**config.mk**
```make
export PLATFORM = sky130hd
export DESIGN_NAME = lesf_front
export DESIGN_NICKNAME = d
export VERILOG_FILES = /design/src/sv/lesf_pkg.sv /design/src/sv/lesf_front.sv
export SDC_FILE = /design/constraint.sdc
export NUM_CORES = 1
export LEC_CHECK = 0
export BUFFER_PORTS_ARGS = -buffer_cell sky130_fd_sc_hd__clkbuf_2
export CAP_MARGIN = 20
export CORE_UTILIZATION = 30
export CTS_CLUSTER_SIZE = 30
export DETAILED_ROUTE_END_ITERATION = 6
export GPL_TIMING_DRIVEN = 0
export PLACE_DENSITY = 0.51
export SYNTH_ARGS = -nofsm -noshare
export SYNTH_HDL_FRONTEND = slang
export SYNTH_SLANG_ARGS = --single-unit
export TNS_END_PERCENT = 30
```
**constraint.sdc**
```tcl
create_clock -name clock -period 4 [get_ports clock]
set_clock_uncertainty 0.15 [all_clocks]
set_input_delay 0.6 -clock clock [delete_from_list [all_inputs] [get_ports clock]]
set_output_delay 0.6 -clock clock [all_outputs]
set_load 0.05 [all_outputs]
```
**src/sv/lesf_pkg.sv**
```systemverilog
// Shared constants, register indexes and stage control types for the square finder.
// No dependencies; imported by every module of the block except lesf_ram.
`timescale 1ns / 1ps

package lesf_pkg;

   localparam int MAX_WIDTH_DEF = 1024;
   localparam int ROW_BITS_DEF  = 16;

   localparam int CHAR_W     = 8;
   localparam int SIDE_W     = 11;
   localparam int OUT_COL_W  = 10;
   localparam int OUT_ROW_W  = 16;
   localparam int CSR_ADDR_W = 2;
   localparam int CSR_DATA_W = 11;
   localparam int REQ_DATA_W = 8;
   localparam int RSP_DATA_W = 40;

   localparam logic [CHAR_W-1:0] EMPTY_CHAR_RST    = 8'd46;
   localparam logic [CHAR_W-1:0] OBSTACLE_CHAR_RST = 8'd111;

   typedef enum logic [CSR_ADDR_W-1:0] {
      CSR_ROW_WIDTH     = 2'd0,
      CSR_EMPTY_CHAR    = 2'd1,
      CSR_OBSTACLE_CHAR = 2'd2
   } csr_index_type;

   // control bits of a cell held in the scoring stage
   typedef struct packed {
      logic last;       // final cell of the map
      logic first_row;
      logic first_col;
      logic fwd;        // line-buffer entry was being written as it was read
   } cell_ctl_type;

endpackage

```
**src/sv/lesf_front.sv**
```systemverilog
// Input stage: column/row tracking, line-buffer read address and the scoring-stage register.
// Depends on lesf_pkg.
`timescale 1ns / 1ps

module lesf_front #(
   parameter int MAX_WIDTH = lesf_pkg::MAX_WIDTH_DEF,
   parameter int ROW_BITS  = lesf_pkg::ROW_BITS_DEF,
   parameter int COL_BITS  = $clog2(MAX_WIDTH)
) (
   input  logic                           clock,
   input  logic                           reset,
   input  logic                           take,
   input  logic                           hold,
   input  logic [lesf_pkg::CHAR_W-1:0]    cell_char,
   input  logic                           last_cell,
   input  logic [COL_BITS-1:0]            last_col,
   input  logic                           wb_en,
   input  logic [COL_BITS-1:0]            wb_addr,
   input  logic [lesf_pkg::SIDE_W-1:0]    wb_data,
   output logic [COL_BITS-1:0]            rd_addr,
   output logic                           s1_valid,
   output lesf_pkg::cell_ctl_type         s1_ctl,
   output logic [lesf_pkg::CHAR_W-1:0]    s1_char,
   output logic [COL_BITS-1:0]            s1_col,
   output logic [ROW_BITS-1:0]            s1_row,
   output logic [lesf_pkg::SIDE_W-1:0]    s1_fwd_data
);

   import lesf_pkg::*;

   localparam logic [ROW_BITS-1:0] ROW_MAX = '1;

   logic [COL_BITS-1:0] col_count_ff, col_count_in;
   logic [ROW_BITS-1:0] row_count_ff, row_count_in;
   logic [COL_BITS-1:0] col_cur;
   logic [ROW_BITS-1:0] row_cur;
   logic                wrap_early;
   logic                row_end;

   logic                s1_valid_ff;
   cell_ctl_type        s1_ctl_ff;
   logic [CHAR_W-1:0]   s1_char_ff;
   logic [COL_BITS-1:0] s1_col_ff;
   logic [ROW_BITS-1:0] s1_row_ff;
   logic [SIDE_W-1:0]   s1_fwd_data_ff;

   // a narrowed row width ends the current row before this cell
   always_comb begin
      wrap_early = col_count_ff > last_col;
      col_cur    = wrap_early ? '0 : col_count_ff;
      row_cur    = row_count_ff;
      if (wrap_early && row_count_ff != ROW_MAX) begin
         row_cur = row_count_ff + 1'b1;
      end
      row_end = col_cur == last_col;

      col_count_in = col_count_ff;
      row_count_in = row_count_ff;
      if (take) begin
         if (last_cell) begin
            col_count_in = '0;
            row_count_in = '0;
         end else if (row_end) begin
            col_count_in = '0;
            row_count_in = (row_cur != ROW_MAX) ? row_cur + 1'b1 : row_cur;
         end else begin
            col_count_in = col_cur + 1'b1;
            row_count_in = row_cur;
         end
      end
   end

   always_ff @(posedge clock) begin
      if (reset) begin
         col_count_ff <= '0;
         row_count_ff <= '0;
         s1_valid_ff  <= 1'b0;
      end else begin
         col_count_ff <= col_count_in;
         row_count_ff <= row_count_in;
         if (!hold) begin
            s1_valid_ff <= take;
         end
      end
   end

   // same-address write in this cycle: the RAM returns old data, so keep the new word
   always_ff @(posedge clock) begin
      if (take) begin
         s1_ctl_ff.last      <= last_cell;
         s1_ctl_ff.first_row <= row_cur == '0;
         s1_ctl_ff.first_col <= col_cur == '0;
         s1_ctl_ff.fwd       <= wb_en && (wb_addr == col_cur);
         s1_char_ff          <= cell_char;
         s1_col_ff           <= col_cur;
         s1_row_ff           <= row_cur;
         s1_fwd_data_ff      <= wb_data;
      end
   end

   assign rd_addr     = col_cur;
   assign s1_valid    = s1_valid_ff;
   assign s1_ctl      = s1_ctl_ff;
   assign s1_char     = s1_char_ff;
   assign s1_col      = s1_col_ff;
   assign s1_row      = s1_row_ff;
   assign s1_fwd_data = s1_fwd_data_ff;

endmodule

```
== Word-level counts from Yosys, hierarchy flattened ==
Cells that the tools add are included.
Widths: inputs -> output; s select.
Operators by class
  muxes and demuxes: 7
  reduce and logical (&&, ||, !) cells: 4
  magnitude comparators: 1
  equal/unequal tests: 4
  $add $sub $neg: 3
Operators with widths (number)
  $mux 16: 4
  $add 16x1->16 const B: 2
  $ne 16x16->1 const B: 2
  $mux 10: 3
  $eq 10x10->1: 2
  $logic_not 16->1: 1
  $add 10x1->10 const B: 1
  $gt 10x10->1: 1
  $logic_not 10->1: 1
  $logic_and 1x1->1: 2
Storage, ports and cells
  output and inout port bits: 60
  word-level logic and storage cells: 30
  bits in registers: 76
  input bits: 45

== Logic depth before layout (Yosys ltp) ==
Gate-level depths: netlist (run 1).
  depth after elaboration: 7
  gate-level depth with buffers: 17
  depth with buffers taken out: 16

== Worst setup path before layout (run 1) ==
Ideal clock, no wire load.
  path type: input port to flip-flop
  start: in last_col[9]
  end: reg row_count_ff[10]
  stages: 17
  setup time: 0.117 ns
  data arrival time: 3.886 ns
  setup slack: -0.153 ns
  buffers on the path: 1
  required time: 3.733 ns
  cell sequence: inv_1 ha_1 a21oi_1 o211ai_1 a221oi_4 buf_4 nor2_1 xnor2_1 inv_1 ha_1 inv_1 nor4_1 o22ai_2 nor4_2 nand3_1 xnor2_1 a22o_1
Between the ends
  cells in the longest elaborated chain, start to end: 7
  elaborated cells on any way between the ends: 10
  those cells by class: add/sub: 1; order compare: 1; eq/ne: 2; mux: 5; reduce/logical: 1
RTL lines
  start: declaration: RTL line lesf_front.sv:16  | input logic [COL_BITS-1:0] last_col,
  $gt 10x10->1 (*): RTL line lesf_front.sv:49  | wrap_early = col_count_ff > last_col;
  $logic_and 1x1->1 (*): RTL line lesf_front.sv:52  | if (wrap_early && row_count_ff != ROW_MAX) begin
  $mux 16 (*): RTL line lesf_front.sv:52
  net row_cur[0]: RTL line lesf_front.sv:36  | logic [ROW_BITS-1:0] row_cur;
  $add 16x1->16 or $ne 16x16->1 (tied branches): RTL line lesf_front.sv:65  | row_count_in = (row_cur != ROW_MAX) ? row_cur + 1'b1 : row_cur;
  $mux 16 (*): RTL line lesf_front.sv:65
  $mux 16 (*): RTL line lesf_front.sv:63  | end else if (row_end) begin
  $mux 16 (*): RTL line lesf_front.sv:60  | if (last_cell) begin
  end signal: assignment: RTL line lesf_front.sv:80  | row_count_ff <= row_count_in;
  end: declaration: RTL line lesf_front.sv:34  | logic [ROW_BITS-1:0] row_count_ff, row_count_in;
The timed path passes the listed nets; every way through them passes the cells marked *.
A chain may end at the register's enable or synchronous reset.

== Worst setup path after layout (run 1) ==
  start: in last_col[5]
  end: reg row_count_ff[15]
Same word-level chain as after synthesis.

==> summary.md, run 1 <==
| Metric | Value |
|---|---|
| # hold bufs at CTS | 0 |
| Pint | 1.36 mW |
| Final nets | 628 |
| Fin. max-slew vios | 0 |
| DRT Pass-1 Iters | 5 |
| TritonCTS buffer count | 9 |
| Sequential power share | 46.1% |
| Chip width | 124 µm |
| Reg2reg path depth | 15 |
| Routed wire length per instance | 16.2 µm |
| Final min period | 3860 ps |
| Layout area overhead | 27.7% |
| Placed Cells | 733 |
| Xor/xnor share of the synthesized area | 6.63% |
| Compound-Gate Fraction of Synth Area | 17.2% |
| Worst Hold Class | in2reg |
| Placer Congestion | 0.842 |
| VDD IR max | 174 µV |
| WL final | 12.3 mm |
| Root cell of the clock tree | clkbuf_16 |
| Largest family of logic cells by synthesized area | simple AND/OR/NAND/NOR gates |
| Crit Path Category | in2reg |
| Antenna violations before repair | 0 |
| Simple-Gate Fraction of Synth Area | 20.9% |
| Post-route DRC | 0 |
| Core Area | 14600 µm² |
| Vias/cell | 5.26 |
| Largest net degree at the start of global routing | 41 |
| Syn Area/Cell | 10.1 µm² |
| Max Clk Rate | 259 MHz |
| Slew @ Worst Pin | 729 ps |
| YS warnings | 0 |
| All-Layer GR Usage | 15.7% |
| # diodes | 0 |
| Fill count | 1430 |
| DRT iter0 DRCs | 303 |
| Mapped Area | 4490 µm² |
| Setup violations, final | 0 |
| Clock group share of total power | 41.2% |
| Kind of start point of the critical path | primary input |
| Post-synthesis register bit count | 76 |
| Main synth FF type | edfxtp_1 |
| Initial Util | 30.8% |
| I/O Buffers | 104 |
| CP Capture Type | register |
| Switch share | 28.5% |
| Max clock buf depth | 2 |
| Worst reg2reg startpoint | row_count_ff[11] |
| Cells after synthesis | 444 |
| Vias in the first global route | 3809 |
| Logic pwr share | 12.7% |
| Layout Cells excl Fill | 757 |
| Die height | 124 µm |
| Share of cells above drive strength 1 | 32.1% |
| Worst hold slack | 286 ps |
| Critical Path AT | 3990 ps |
| H-tree depth | 3 |
| Sequential area share after synthesis | 44.8% |
| Adder-Cell Fraction of Synth Area | 4.18% |
| Number of synthesized flops with an enable pin | 49 |
| Slew margin rel. | 51.2% |
| CP Max Fanout | 8 |
| Power per cell area | 331 nW/µm² |
| Dpl hpwl | 9.31 mm |
| Final period util | 96.5% |
| I/O pin cnt | 105 |
| Async SR Flop Fraction | 0% |
| Post-route ant nets | 0 |
| Die Footprint | 15500 µm² |
| FF-to-FF setup slack | 160 ps |
| Post-synthesis net count | 504 |
| Req. time, crit path | 4120 ps |
| Rows | 44 |
| RSZ-0062 raised after global routing | true |
| Global-route wire length before repair | 19.7 mm |
| Max_cap viols | 0 |
| TritonCTS clock tree | yes |
| Grt total ovfl | 0 |
| Clk slew on worst S/H paths | 70 ps |
| HP Start | cell_char[7] |
| Yosys cell types | 80 |
| Net Switching | 542 µW |
| Hold depth | 1 |
| Clk_lat worst skew | 340 ps |
| Hold Path End | s1_char[7] |
| Clock sink count | 76 |
| Fin. Hold Viols | 0 |
| Outcome | complete, no violations |
| Mux share of post-synthesis cell area | 1.11% |
| RR Endpoint | row_count_ff[15] |
| Leak Pwr | 2.37 nW |
| Vias | 3981 |
-- worst max-delay path, stage by stage --
cell and delay (ps):
clkbuf_2 110, inv_1 60, ha_1 360, nand4_1 190, or3_4 450, nand3_4 170
nor2_4 90, xnor2_1 150, inv_1 120, ha_4 170, inv_1 80, nor4_4 360
o22ai_4 160, nand2b_4 180, or3_4 390, nor3_4 200, a221o_1 140
-- registers in the layout, summed over array words and instances, names as in the netlist --
name / flops
col_count_ff: 10
row_count_ff: 16
s1_char: 8
s1_col: 10
s1_ctl: 4
s1_fwd_data: 11
s1_row: 16
s1_valid: 1
-- Yosys cell counts (7+ instances only) --
cell type | instances | share of area, %
a21o_1 | 7 | 1.2
a21oi_1 | 11 | 1.2
buf_2 | 8 | 0.89
clkbuf_1 | 11 | 0.92
dfxtp_1 | 27 | 12
edfxtp_1 | 49 | 33
ha_1 | 15 | 4.2
inv_1 | 34 | 2.8
nand2_1 | 42 | 3.5
nand3_1 | 16 | 1.8
nand4_1 | 20 | 2.8
nor2_1 | 24 | 2.0
nor4_1 | 10 | 1.4
o31ai_1 | 10 | 1.7
xnor2_1 | 20 | 3.9
xor2_1 | 9 | 1.8
-- cell type report --
type                            count  area, µm²  share of cell area, %
Buffer                             22        110                   1.92
Timing Repair Buffer              113        601                   10.5
Multi-Input combinational cell    311       2360                   41.2
Sequential cell                    76       2020                   35.2
Clock inverter                      7       57.6                   1.00
Tap cell                          184        230                   4.02
Clock buffer                        9        225                   3.93
Inverter                           35        131                   2.29
-- what timing repair did --
action | 4_1_cts | 5_1_grt
setup buffers | 2 | 6
resized for setup | 9 | 13
pin swaps | 5 | 9
endpoints found under the setup margin | 18 | 16
endpoints found under the hold margin | 0 | 0
cloned | 0 | 0
-- cells in the final DEF (no fill, tap or decap), types with 4 or more instances in the layout --
| cell type | count |
|---|---|
| a21o_1 | 7 |
| a21oi_1 | 9 |
| a221oi_1 | 4 |
| a22o_1 | 5 |
| and3_1 | 6 |
| buf_2 | 7 |
| buf_4 | 9 |
| clkbuf_1 | 11 |
| clkbuf_16 | 9 |
| clkbuf_2 | 104 |
| dfxtp_1 | 24 |
| edfxtp_1 | 49 |
| ha_1 | 13 |
| inv_1 | 34 |
| mux2i_1 | 5 |
| nand2_1 | 39 |
| nand3_1 | 15 |
| nand4_1 | 20 |
| nor2_1 | 23 |
| nor3_1 | 5 |
| nor4_1 | 9 |
| o211ai_1 | 4 |
| o21ai_0 | 6 |
| o21ai_1 | 4 |
| o22ai_1 | 5 |
| o31ai_1 | 10 |
| or3_1 | 4 |
| xnor2_1 | 20 |
| xor2_1 | 9 |
-- power by group through the flow --
stage / registers, mW / logic [mW] / clock network, mW
global placement: 0.893 / 0.236 / 0
CTS: 0.876 / 0.242 / 0.795
finish: 0.875 / 0.242 / 0.781
global route: 0.878 / 0.255 / 0.825
floorplan: 1.00 / 0.0522 / 0
detailed placement: 0.893 / 0.240 / 0
-- worst max-delay path by stage --
stage	cells after the start	slack [ps]	end	start
after global routing	17	-40	row_count_ff[8]	last_col[5]
after CTS	18	20	row_count_ff[15]	last_col[9]
after detailed placement	18	-710	row_count_ff[13]	last_col[7]
after global placement	18	-630	row_count_ff[13]	last_col[3]
after floorplan	17	20	row_count_ff[13]	last_col[3]
final	17	140	row_count_ff[15]	last_col[5]
-- cell families after synthesis --
kind of cell / count (synthesis)
xor+xnor: 31
mux: 5
flops: 76
simple gates: 165
fa+ha+maj: 15
compound gates: 95
buf+inv: 57
-- per-layer routing --
metal	part of all wire, %	GRT usage, %	vias up
li1	-	-	1932
met1	48	21.8	1921
met2	47	24.9	120
met3	4.2	2.28	8
met4	1.0	4.89	0
met5	0	0	-
-- metrics by stage --
step | worst slack, ps | util [%] | TNS [ps] | area (µm²) | power [mW]
finish | 138 | 39.3 | 0 | 5730 | 1.90
global route | -40.5 | 39.3 | -120 | 5730 | 1.96
CTS | 21.4 | 38.5 | 0 | 5620 | 1.91
detailed placement | -708 | 36.2 | -9310 | 5290 | 1.13
global placement | -631 | 36.1 | -8110 | 5270 | 1.13
floorplan | 20.8 | - | 0 | 4520 | 1.05
Note: power is estimated with default switching activity, not from simulation.
==> inputs of run 2 (changes only) <==
--- a/config.mk
+++ b/config.mk
@@ -11,6 +11,7 @@
 export CTS_CLUSTER_SIZE = 30
 export DETAILED_ROUTE_END_ITERATION = 6
 export GPL_TIMING_DRIVEN = 0
+export MAX_ROUTING_LAYER = met4
 export PLACE_DENSITY = 0.51
 export SYNTH_ARGS = -nofsm -noshare
 export SYNTH_HDL_FRONTEND = slang
==> summary.md, run 2 (synthesized netlist as in run 1, its figures left out) <==
| Metric | Value |
|---|---|
| Leak Pwr | 2.37 nW (unchanged) |
| Fin. max-slew vios | 0 (unchanged) |
| Clk slew on worst S/H paths | 70 ps (about the same) |
| Final period util | 96.5% (about the same) |
| Grt total ovfl | 0 (unchanged) |
| Commonest non-fill, non-tap cell in the layout | clkbuf_2 (unchanged) |
| Layout Cells excl Fill | 757 (unchanged) |
| I/O pin cnt | 105 (unchanged) |
| TritonCTS clock tree | yes (unchanged) |
| Post-route DRC | 0 (unchanged) |
| Worst Hold Class | in2reg (unchanged) |
| Util after Layout | 39.3% (unchanged) |
| All-Layer GR Usage | 16.1% (was 15.7%) |
| I/O Buffers | 104 (unchanged) |
| Initial Util | 30.8% (unchanged) |
| Placed Cells | 733 (unchanged) |
| Setup WS pre-CTS | -708 ps (unchanged) |
| Largest net degree at the start of global routing | 41 (unchanged) |
| CP Max Fanout | 8 (unchanged) |
| Req. time, crit path | 4120 ps (about the same) |
| # diodes | 0 (unchanged) |
| Kind of start point of the critical path | primary input (unchanged) |
| VDD IR max | 173 µV (was 174 µV) |
| Commonest non-fill, non-tap cells in the layout | 104 x clkbuf_2, 49 x edfxtp_1, 39 x nand2_1, 34 x inv_1, 24 x dfxtp_1 (unchanged) |
| Power per cell area | 331 nW/µm² (about the same) |
| Root cell of the clock tree | clkbuf_16 (unchanged) |
| Outcome | complete, no violations (unchanged) |
| Dpl hpwl | 9.31 mm (unchanged) |
| Die Footprint | 15500 µm² (unchanged) |
| Final nets | 628 (unchanged) |
| Post-route ant nets | 0 (unchanged) |
| Fin. Hold Viols | 0 (unchanged) |
| Vias | 3982 (was 3981) |
| Clk_lat worst skew | 330 ps (was 340 ps) |
| Clock sink count | 76 (unchanged) |
| Rows | 44 (unchanged) |
| CP Capture Type | register (unchanged) |
| H-tree depth | 3 (unchanged) |
| Max_cap viols | 0 (unchanged) |
| Final Power | 1.90 mW (about the same) |
| Max Clk Rate | 259 MHz (about the same) |
| Final min period | 3860 ps (about the same) |
| WL final | 12.2 mm (was 12.3 mm) |
| Share of cells above drive strength 1 | 32.1% (unchanged) |
| Routed wire length per instance | 16.1 µm (was 16.2 µm) |
| Slew margin rel. | 53.2% (was 51.2%) |
| Layout area overhead | 27.7% (unchanged) |
| Vias in the first global route | 3807 (was 3809) |
| Final WS setup | 139 ps (was 138 ps) |
| TritonCTS buffer count | 9 (unchanged) |
| Vias/cell | 5.26 (about the same) |
| DRT iter0 DRCs | 336 (was 303) |
| Antenna violations before repair | 0 (unchanged) |
| Crit Path Category | in2reg (unchanged) |
| Global-route wire length before repair | 19.6 mm (was 19.7 mm) |
| DRT Pass-1 Iters | 5 (unchanged) |
| # hold bufs at CTS | 0 (unchanged) |
| Setup violations, final | 0 (unchanged) |
| Max clock buf depth | 2 (unchanged) |
| RSZ-0062 raised after global routing | true (unchanged) |
| Chip width | 124 µm (unchanged) |
| Core Area | 14600 µm² (unchanged) |
| Die height | 124 µm (unchanged) |
| Critical Path AT | 3990 ps (about the same) |
| Worst hold slack | 287 ps (was 286 ps) |
| Slew @ Worst Pin | 700 ps (was 729 ps) |
| Placer Congestion | 0.855 (was 0.842) |
-- run 2: final cells by class --
type                    instances  area, µm²
plain buffers                  22        110
fillers                      1430       8860
multi-input cells             311       2360
well taps                     184        230
repair buffers                113        601
inverters                      35        131
clock buffers                   9        225
flip-flops and latches         76       2020
clock inverters                 7       57.6
-- run 2: what timing repair did --
item | in CTS | in global routing
resized for setup | 9 | 13
pin swaps | 5 | 9
endpoints found under the setup margin | 18 | 16
buffers inserted | 2 | 6
-- run 2: where the power goes --
| part | total (mW) | leakage (nW) | switching [mW] | internal, mW |
|---|---|---|---|---|
| logic | 0.241 | 1.53 | 0.182 | 0.0596 |
| registers | 0.875 | 0.704 | 0.00814 | 0.867 |
| clock network | 0.779 | 0.135 | 0.349 | 0.430 |
| total | 1.90 | 2.37 | 0.539 | 1.36 |
-- run 2: final timing paths --
path	end	cells after the start	slack (ps)	startpoint
max reg2reg	row_count_ff[15]	15	160	col_count_ff[5]
min	s1_char[7]	1	290	cell_char[7]
max	row_count_ff[15]	17	140	last_col[5]
min reg2reg	s1_valid	2	360	s1_valid
-- run 2: per-layer routing --
metal,wire [µm],vias up,track usage [%]
met1,5770,1915,21.8
met3,568,11,2.19
met5,0,-,-
met4,127,0,4.89
li1,-,1930,-
met2,5740,126,24.9
-- run 2: metrics by stage --
step,TNS [ps],cell area (µm²)
5_1_grt,-130,5730
4_1_cts,0,5620
3_5_place_dp,-9310,5290
3_3_place_gp,-8110,5270
6_report,0,5730
2_1_floorplan,0,4520
-- run 2: worst max-delay path: stages --
cell and delay (ps):
clkbuf_2 110, inv_1 60, ha_1 360, nand4_1 190
or3_4 450, nand3_4 170, nor2_4 90, xnor2_1 150
inv_1 120, ha_4 170, inv_1 80, nor4_4 360
o22ai_4 160, nand2b_4 180, or3_4 390, nor3_4 200
a221o_1 140
==> inputs of run 3 (changes only) <==
--- a/config.mk
+++ b/config.mk
@@ -10,7 +10,6 @@
 export CORE_UTILIZATION = 30
 export CTS_CLUSTER_SIZE = 30
 export DETAILED_ROUTE_END_ITERATION = 6
-export GPL_TIMING_DRIVEN = 0
 export MAX_ROUTING_LAYER = met4
 export PLACE_DENSITY = 0.51
 export SYNTH_ARGS = -nofsm -noshare
==> summary.md, run 3 (synthesized netlist as in run 1, its figures left out) <==
| Metric | Value |
|---|---|
| CP Max Fanout | 6 (was 8) |
| CP Capture Type | register (unchanged) |
| Clk slew on worst S/H paths | 60 ps (was 70 ps) |
| Fin. max-slew vios | 0 (unchanged) |
| Setup WS pre-CTS | -35.0 ps (was -708 ps) |
| RSZ-0062 raised after global routing | false (was true) |
| TritonCTS buffer count | 9 (unchanged) |
| Fin. Hold Viols | 0 (unchanged) |
| Fill count | 1430 (unchanged) |
| DRT Pass-1 Iters | 5 (unchanged) |
| Met3 Routed Length | 514 µm (was 568 µm) |
| # diodes | 0 (unchanged) |
| DRT iter0 DRCs | 268 (was 336) |
| Req. time, crit path | 4130 ps (was 4120 ps) |
| Grt total ovfl | 0 (unchanged) |
| Clk_lat worst skew | 330 ps (about the same) |
| Root cell of the clock tree | clkbuf_16 (unchanged) |
| Routed wire length per instance | 16.6 µm (was 16.1 µm) |
| Crit Path Category | reg2reg (was in2reg) |
| Antenna violations before repair | 0 (unchanged) |
| Initial Util | 30.8% (unchanged) |
| Die height | 124 µm (unchanged) |
| All-Layer GR Usage | 17.2% (was 16.1%) |
| Chip width | 124 µm (unchanged) |
| Multi-input gate area | 2270 µm² (was 2360 µm²) |
| H-tree depth | 3 (unchanged) |
| Critical Path AT | 3840 ps (was 3990 ps) |
| Post-route ant nets | 0 (unchanged) |
| Max Clk Rate | 269 MHz (was 259 MHz) |
| Leak Pwr | 2.44 nW (was 2.37 nW) |
| Slew margin rel. | 50.2% (was 53.2%) |
| Final Power | 1.86 mW (was 1.90 mW) |
| Global-route wire length before repair | 20.6 mm (was 19.6 mm) |
| WL met1 | 6.01 mm (was 5.77 mm) |
| Largest net degree at the start of global routing | 62 (was 41) |
| Commonest non-fill, non-tap cell in the layout | clkbuf_2 (unchanged) |
| Slew @ Worst Pin | 747 ps (was 700 ps) |
| Max_cap viols | 0 (unchanged) |
| VDD IR max | 168 µV (was 173 µV) |
| Vias | 4051 (was 3982) |
| Register area | 2010 µm² (was 2020 µm²) |
| Power per cell area | 321 nW/µm² (was 331 nW/µm²) |
| Placer Congestion | 0.889 (was 0.855) |
| Layout area overhead | 28.9% (was 27.7%) |
| Commonest non-fill, non-tap cells in the layout | 104 x clkbuf_2, 49 x edfxtp_1, 48 x buf_4, 42 x nand2_1, 34 x inv_1 (was 104 x clkbuf_2, 49 x edfxtp_1, 39 x nand2_1, 34 x inv_1, 24 x dfxtp_1) |
| Share of cells above drive strength 1 | 34.1% (was 32.1%) |
| Met2 routed WL | 6.04 mm (was 5.74 mm) |
| Rows | 44 (unchanged) |
| I/O Buffers | 104 (unchanged) |
| Vias/cell | 5.23 (was 5.26) |
| Worst Hold Class | in2reg (unchanged) |
| Final nets | 645 (was 628) |
| Die Footprint | 15500 µm² (unchanged) |
| Clock sink count | 76 (unchanged) |
| Core Area | 14600 µm² (unchanged) |
| Kind of start point of the critical path | register (was primary input) |
| Top Metal Used | met4 (unchanged) |
| Final period util | 92.8% (was 96.5%) |
| Setup violations, final | 0 (unchanged) |
| WL final | 12.9 mm (was 12.2 mm) |
| TritonCTS clock tree | yes (unchanged) |
| # hold bufs at CTS | 0 (unchanged) |
| Max clock buf depth | 2 (unchanged) |
| Post-route DRC | 0 (unchanged) |
| I/O pin cnt | 105 (unchanged) |
| Util after Layout | 39.7% (was 39.3%) |
| Dpl hpwl | 10.0 mm (was 9.31 mm) |
| Outcome | complete, no violations (unchanged) |
| Final WS setup | 287 ps (was 139 ps) |
| Final min period | 3710 ps (was 3860 ps) |
| Vias in the first global route | 3879 (was 3807) |
| Total setup buffers inserted after CTS | 0 (was 2) |
[run 3: cell count changes in the layout (fill, tap and decap cells not counted), sizes merged]
cell,delta
buf,+28
clkinv,+5
clkinvlp,-1
clkbuf,-11
inv,-4
[run 3: worst paths after layout]
kind	from	end	cells past startpoint	slack [ps]
max	row_count_ff[1]	row_count_ff[15]	15	290
min	cell_char[7]	s1_char[7]	1	290
max reg2reg	row_count_ff[1]	row_count_ff[15]	15	290
min reg2reg	s1_valid	s1_valid	2	350
[run 3: metrics by stage]
stage          std cells  cell area, µm²  setup TNS, ps  hold WS, ps
2_1_floorplan        444            4520              0          323
3_3_place_gp         758            5520              0          331
3_5_place_dp         758            5520          -72.1          345
4_1_cts              774            5790              0          276
5_1_grt              774            5790              0          276
6_report             774            5790              0          288
[run 3: repair_timing]
item	CTS	global route
resized for setup	0	1
setup endpoints to repair	0	3
endpoints found under the hold margin	0	0
[run 3: cell type report]
type | instances | area share [%]
multi-input cells | 311 | 39.2
flip-flops and latches | 76 | 34.7
repair buffers | 152 | 15.2
well taps | 184 | 3.98
clock buffers | 9 | 3.89
inverters | 35 | 2.27
clock inverters | 7 | 0.756
[run 3: power by group]
part	switching [mW]	internal [mW]	leakage, nW	total (mW)
sequential	0.00897	0.868	0.703	0.877
combinational	0.182	0.0636	1.61	0.245
clock	0.321	0.416	0.133	0.738
total	0.512	1.35	2.44	1.86
[run 3: critical path, stage by stage, from the launching register on]
cell      delay [ps]
dfxtp_1          430
ha_1             220
nand3_1          140
or4_4            570
nand3_2          100
nor2_2            60
xnor2_1          150
inv_1             90
ha_1             200
inv_1             90
nor4_2           320
o22ai_2          200
nand2b_4         200
or3_1            390
nor3_2           210
a221o_1          140
[run 3: per-layer routing]
metal  GRT usage (%)  vias to the layer above
li1                -                     1963
met1            22.4                     1961
met2            26.7                      108
met3            2.66                       19
met4            6.80                        0
met5               -                        -
